[src/rtl/slbm_pkg.sv]
// ----------------------------------------------------------------------------
// slbm_pkg
// Shared types, constants and arithmetic helpers of the LED bar meter.
// ----------------------------------------------------------------------------
package slbm_pkg;

	localparam int unsigned MAX_KEYS_DEF = 64;

	localparam logic [15:0] UNIT       = 16'hFFFF;
	localparam logic [9:0]  SMOOTH_MAX = 10'd1013;

	// reciprocal step of the gradient weight: 2 * UNIT
	localparam logic [16:0] GRAD_STEP = 17'd131070;
	localparam int unsigned DIV_STEPS = 17;

	// brightness = BRIGHT_BASE + ((BRIGHT_GAIN * u + 256) >> 9)
	localparam logic [15:0] BRIGHT_BASE = 16'd36044;
	localparam logic [14:0] BRIGHT_GAIN = 15'd29491;

	localparam logic [2:0] REG_SMOOTHING    = 3'd0;
	localparam logic [2:0] REG_INVERT       = 3'd1;
	localparam logic [2:0] REG_PULSE_ENABLE = 3'd2;
	localparam logic [2:0] REG_GRAD_LO      = 3'd3;
	localparam logic [2:0] REG_GRAD_MID     = 3'd4;
	localparam logic [2:0] REG_GRAD_HI      = 3'd5;
	localparam logic [2:0] REG_UNLIT        = 3'd6;
	localparam logic [2:0] REG_BAR_LENGTH   = 3'd7;

	localparam logic [23:0] GRAD_LO_RST    = 24'h00FF00;
	localparam logic [23:0] GRAD_MID_RST   = 24'hFFBF00;
	localparam logic [23:0] GRAD_HI_RST    = 24'hFF0000;
	localparam logic [23:0] UNLIT_RST      = 24'h000000;
	localparam logic [6:0]  BAR_LENGTH_RST = 7'd64;

	typedef struct packed {
		logic load;
		logic avg;
		logic fill;
		logic div_step;
		logic issue;
	} slbm_cmd_t;

	typedef struct packed {
		logic pipe_empty;
		logic last_key;
		logic adv;
	} slbm_sts_t;

	function automatic logic [8:0] quarter_sine(input logic [6:0] idx);
		logic [8:0] r;
		case (idx)
			7'd0:  r = 9'd0;   7'd1:  r = 9'd6;   7'd2:  r = 9'd13;  7'd3:  r = 9'd19;
			7'd4:  r = 9'd25;  7'd5:  r = 9'd31;  7'd6:  r = 9'd38;  7'd7:  r = 9'd44;
			7'd8:  r = 9'd50;  7'd9:  r = 9'd56;  7'd10: r = 9'd62;  7'd11: r = 9'd68;
			7'd12: r = 9'd74;  7'd13: r = 9'd80;  7'd14: r = 9'd86;  7'd15: r = 9'd92;
			7'd16: r = 9'd98;  7'd17: r = 9'd104; 7'd18: r = 9'd109; 7'd19: r = 9'd115;
			7'd20: r = 9'd121; 7'd21: r = 9'd126; 7'd22: r = 9'd132; 7'd23: r = 9'd137;
			7'd24: r = 9'd142; 7'd25: r = 9'd147; 7'd26: r = 9'd152; 7'd27: r = 9'd157;
			7'd28: r = 9'd162; 7'd29: r = 9'd167; 7'd30: r = 9'd172; 7'd31: r = 9'd177;
			7'd32: r = 9'd181; 7'd33: r = 9'd185; 7'd34: r = 9'd190; 7'd35: r = 9'd194;
			7'd36: r = 9'd198; 7'd37: r = 9'd202; 7'd38: r = 9'd206; 7'd39: r = 9'd209;
			7'd40: r = 9'd213; 7'd41: r = 9'd216; 7'd42: r = 9'd220; 7'd43: r = 9'd223;
			7'd44: r = 9'd226; 7'd45: r = 9'd229; 7'd46: r = 9'd231; 7'd47: r = 9'd234;
			7'd48: r = 9'd237; 7'd49: r = 9'd239; 7'd50: r = 9'd241; 7'd51: r = 9'd243;
			7'd52: r = 9'd245; 7'd53: r = 9'd247; 7'd54: r = 9'd248; 7'd55: r = 9'd250;
			7'd56: r = 9'd251; 7'd57: r = 9'd252; 7'd58: r = 9'd253; 7'd59: r = 9'd254;
			7'd60: r = 9'd255; 7'd61: r = 9'd255; 7'd62: r = 9'd256; 7'd63: r = 9'd256;
			7'd64: r = 9'd256;
			default: r = 9'd0;
		endcase
		return r;
	endfunction

	// a*(1-w) + b*w in unit fractions, rounding offset included
	function automatic logic [23:0] mix_sum(input logic [7:0] a, input logic [7:0] b,
			input logic [15:0] w);
		logic [23:0] pa;
		logic [23:0] pb;
		logic [24:0] s;
		pa = 24'(a) * 24'(UNIT - w);
		pb = 24'(b) * 24'(w);
		s = 25'(pa) + 25'(pb) + 25'd32767;
		return s[23:0];
	endfunction

	// x / 65535 for x below 256 * 65535
	function automatic logic [7:0] div_unit(input logic [23:0] x);
		logic [7:0]  q0;
		logic [16:0] rem;
		q0 = x[23:16];
		rem = 17'(x[15:0]) + 17'(q0);
		return (rem >= 17'(UNIT)) ? q0 + 8'd1 : q0;
	endfunction

endpackage

[src/rtl/slbm_ctrl.sv]
// ----------------------------------------------------------------------------
// slbm_ctrl
// Sequencer: setup of average and brightness, gradient divider, key issue.
// ----------------------------------------------------------------------------
module slbm_ctrl (
	input  logic               clk,
	input  logic               arst_n,
	input  logic               in_valid,
	output logic               in_stall,
	output slbm_pkg::slbm_cmd_t cmd,
	input  slbm_pkg::slbm_sts_t sts
);
	import slbm_pkg::*;

	localparam logic [2:0] ST_IDLE  = 3'd0;
	localparam logic [2:0] ST_AVG   = 3'd1;
	localparam logic [2:0] ST_FILL  = 3'd2;
	localparam logic [2:0] ST_DIV   = 3'd3;
	localparam logic [2:0] ST_RUN   = 3'd4;
	localparam logic [2:0] ST_DRAIN = 3'd5;

	localparam int CW = $clog2(DIV_STEPS);

	logic [2:0]    state_q;
	logic [CW-1:0] cnt_q;

	assign in_stall = (state_q != ST_IDLE);

	always_comb begin
		cmd = '0;
		cmd.load = in_valid && (state_q == ST_IDLE);
		cmd.avg = (state_q == ST_AVG);
		cmd.fill = (state_q == ST_FILL);
		cmd.div_step = (state_q == ST_DIV);
		cmd.issue = (state_q == ST_RUN) && sts.adv;
	end

	always_ff @(posedge clk or negedge arst_n) begin
		if (!arst_n) begin
			state_q <= ST_IDLE;
			cnt_q <= '0;
		end else begin
			unique case (state_q)
				ST_IDLE: begin
					if (cmd.load) state_q <= ST_AVG;
				end
				ST_AVG: state_q <= ST_FILL;
				ST_FILL: begin
					cnt_q <= '0;
					state_q <= ST_DIV;
				end
				ST_DIV: begin
					cnt_q <= cnt_q + CW'(1);
					if (cnt_q == CW'(DIV_STEPS - 1)) state_q <= ST_RUN;
				end
				ST_RUN: begin
					if (cmd.issue && sts.last_key) state_q <= ST_DRAIN;
				end
				ST_DRAIN: begin
					if (sts.pipe_empty) state_q <= ST_IDLE;
				end
				default: state_q <= ST_IDLE;
			endcase
		end
	end

	a_idle_empty: assert property (@(posedge clk) disable iff (!arst_n)
		(state_q == ST_IDLE) |-> sts.pipe_empty)
		else $error("idle with keys still in flight");

	a_last_drain: assert property (@(posedge clk) disable iff (!arst_n)
		(cmd.issue && sts.last_key) |=> (state_q == ST_DRAIN))
		else $error("last key issued without draining");

	a_drain_hold: assert property (@(posedge clk) disable iff (!arst_n)
		(state_q == ST_DRAIN && !sts.pipe_empty) |=> (state_q == ST_DRAIN))
		else $error("left drain early");

endmodule

[config.mk]
export PLATFORM = sky130hd
export DESIGN_NAME = slbm_ctrl
export DESIGN_NICKNAME = d
export VERILOG_FILES = /design/src/rtl/slbm_pkg.sv /design/src/rtl/slbm_ctrl.sv
export SDC_FILE = /design/constraint.sdc
export NUM_CORES = 1
export LEC_CHECK = 0
export BUFFER_PORTS_ARGS = -buffer_cell sky130_fd_sc_hd__buf_2
export CORE_AREA = 2 2 39 41
export DETAILED_ROUTE_END_ITERATION = 10
export DIE_AREA = 0 0 41 43
export HOLD_SLACK_MARGIN = 0.1
export REMOVE_ABC_BUFFERS = 1
export SYNTH_ARGS = -nofsm -noshare
export SYNTH_HDL_FRONTEND = slang
export SYNTH_SLANG_ARGS = --single-unit
[constraint.sdc]
create_clock -name clk -period 1.25 [get_ports clk]
set_input_delay 0.0625 -clock clk [delete_from_list [all_inputs] [get_ports clk]]
set_output_delay 0.0625 -clock clk [all_outputs]
set_load 0.1 [all_outputs]
==> out/metrics.yaml <==
outcome:
  outcome: "finished with violations"
  violations: "setup timing"
power:
  pwr-share-comb: 0.643
  max-vdd-ir-drop_uv: 1290
  clock_power_share: 0.109
  p_sw_frac: 0.441
  seqPwrFrac: 0.248
  powerDensity_mw_per_mm2: 2250
  leakagePower_nw: 0.399
  p_int_w: 0.00109
  total_power_w: 0.00195
  net-switching-power_w: 0.000861
die:
  die_area_mm2: 0.00176
  die_y_um: 43
  rows: 14
  die_x_um: 41
  start_util: 0.362
  core_mm2: 0.00138
  ios: 12
drt:
  first_iter_violations: 11
  drtAntennaViolNets: 0
  vias: 503
  wirelength_um: 1280
  post_drt_via_cell_ratio: 4.98
  met2WireLength_um: 633
  wl_met3_um: 39
  wl_met1_um: 564
  drc: 0
  top_layer_used: "met4"
  wl_per_cell_um: 12.7
  dr.pass1.iters: 4
clock_network:
  cts_sinks: 8
  root_buffer: "clkbuf_4"
  clockBufferDepth: 2
  htree_num_levels: 1
  cts.clk_slew.worst_paths_ns: 0.05
  clock_latency_ns: 0.27
  cts_buffers: 3
  cts_tree: "built"
yosys:
  yosys.area.top_type_share: 0.400
  synth_cells: 57
  syn_area_um2: 500
  synth-edff-count: 0
  synth_area_leaders: "dfrtp_1 (40%), nand3_1 (6.0%), nand2_1 (6.0%)"
  ys_warn_count: 0
  yosysSeqAreaShare: 0.400
  avgSynthCellArea_um2: 8.78
  yosysTopAreaCell: "dfrtp_1"
  yosys_register_bits: 8
  synth_common_cells: "dfrtp_1 (8), nand2_1 (8), nand3_1 (6)"
  synth_cell_type_count: 25
  yosys_most_used_dff: "dfrtp_1"
  async_flop_share: 1.00
timing:
  final_hold_viol_count: 0
  relSlewSlack: 0.820
  clock_skew_ns: 0.000486
  setup_viol: 8
  layout_setup_ws_ns: -0.184
  worst_slew_pin_slew_ns: 0.269
  fmax_ghz: 0.697
  finalMaxSlewViolations: 0
  setup_tns_ns: -0.808
  rsz0062_at_grt: "true"
  finalCritPeriodShare: 1.15
  min_period_ns: 1.43
critical_path:
  r2r_slack_ns: -0.05
  crit_chain: "or3_4, nor2_4, buf_12"
  end_kind: "output pin"
  critPathSlowestCell: "or3_4"
  startpoint_type: "flip-flop"
  cp.required_ns: 1.19
  worstSetupPathType: "reg -> out"
  worstPathMaxFanout: 4
  arrival_ns: 1.37
  max_stage_delay_ns: 0.41
layout:
  diodes: 0
  final_area_um2: 867
  synthToLayoutAreaGrowth_pct: 73.3
  fin_nets: 95
  drive_gt1_frac: 0.494
placement:
  dp_hpwl_um: 769
  port_buffers: 11
  place_area_um2: 681
  gp_congestion: 0.803
hold_path:
  hp-class: "in -> async"
global_routing:
  grt_pass1_vias: 481
  grt_max_degree: 14
  grt-ovfl-total: 0
  antenna_found_initial: 0
  grt_usage: 0.175
  grt_pass1_wl_um: 2040
run:
  max-cap-violations: 0
critical path, delay by kind of cell, from the launching register on:
kind | cells | cell delay [ns]
flops | 1 | 0.40
buf+inv | 1 | 0.18
simple gates | 2 | 0.52
cells by family (layout without fill, tap and decap cells):
group | Yosys count | count (layout) | share of synthesized area
buf+inv | 7 | 35 | 0.0750
compound gates | 7 | 7 | 0.0975
fa+ha+maj | 2 | 2 | 0.0500
flops | 8 | 8 | 0.400
simple gates | 32 | 32 | 0.357
mux | 1 | 1 | 0.0200
worst paths after layout:
| check | start | end | cells past startpoint |
|---|---|---|---|
| hold reg to reg | state_q[2]$_DFFE_PN0P_ | state_q[1]$_DFFE_PN0P_ | 1 |
| setup / recovery | state_q[1]$_DFFE_PN0P_ | cmd[4] | 3 |
| hold / removal | arst_n | cnt_q[4]$_DFFE_PN0P_ | 2 |
| max in group asynchronous | arst_n | state_q[2]$_DFFE_PN0P_ | 2 |
| min in group clk | sts[1] | state_q[0]$_DFFE_PN0P_ | 3 |
| setup reg to reg | cnt_q[1]$_DFFE_PN0P_ | state_q[0]$_DFFE_PN0P_ | 5 |
layer usage:
layer | vias up | track usage
li1 | 252 | -
met1 | 237 | 0.219
met2 | 9 | 0.259
met3 | 5 | 0.0314
met4 | 0 | 0.120
met5 | - | 0
flip-flops by register name, summed over array words and instances (netlist names):
signal / count
cnt_q: 5
state_q: 3
per-stage QoR:
step	setup slack, ns	std cells	util	hold slack [ns]
5_1_grt	-0.226	101	0.627	0.169
6_report	-0.184	101	0.627	0.165
3_5_place_dp	-0.0961	88	0.492	-0.0792
4_1_cts	-0.189	100	0.614	0.129
2_1_floorplan	-1.52	54	-	-0.233
3_3_place_gp	-0.0294	88	0.492	-0.0829
repair_timing:
action / 4_1_cts / 5_1_grt
cloned: 0 / 0
buffers inserted: 7 / 1
pin swaps: 6 / 7
hold endpoints to repair: 10 / 0
gates resized for setup: 18 / 6
setup endpoints to repair: 10 / 12
hold buffers: 2 / 0
power groups by stage:
| stage | combinational (W) | sequential [W] | clock [W] |
|---|---|---|---|
| after floorplan | 0.000576 | 0.000477 | 0 |
| after global placement | 0.000981 | 0.000457 | 0 |
| after detailed placement | 0.000985 | 0.000462 | 0 |
| after CTS | 0.00120 | 0.000471 | 0.000216 |
| after global routing | 0.00133 | 0.000496 | 0.000233 |
| final | 0.00126 | 0.000484 | 0.000213 |
layout by cell type, fill, tap and decap left out, drive strengths merged, types with 3 or more instances in the layout:
cell and instances:
o21ai 3, nor2 4, dfrtp 8, nand2 8, nand2b 3, buf 26
nand3 6, clkbuf 3, inv 4
layout make-up:
type,instances,area [um2]
Sequential cell,8,201
Fill cell,104,517
Clock buffer,3,22.5
Inverter,4,15.0
Timing Repair Buffer,28,280
Tap cell,16,20.0
Multi-Input combinational cell,42,328
(Power assumes the default switching activity.)
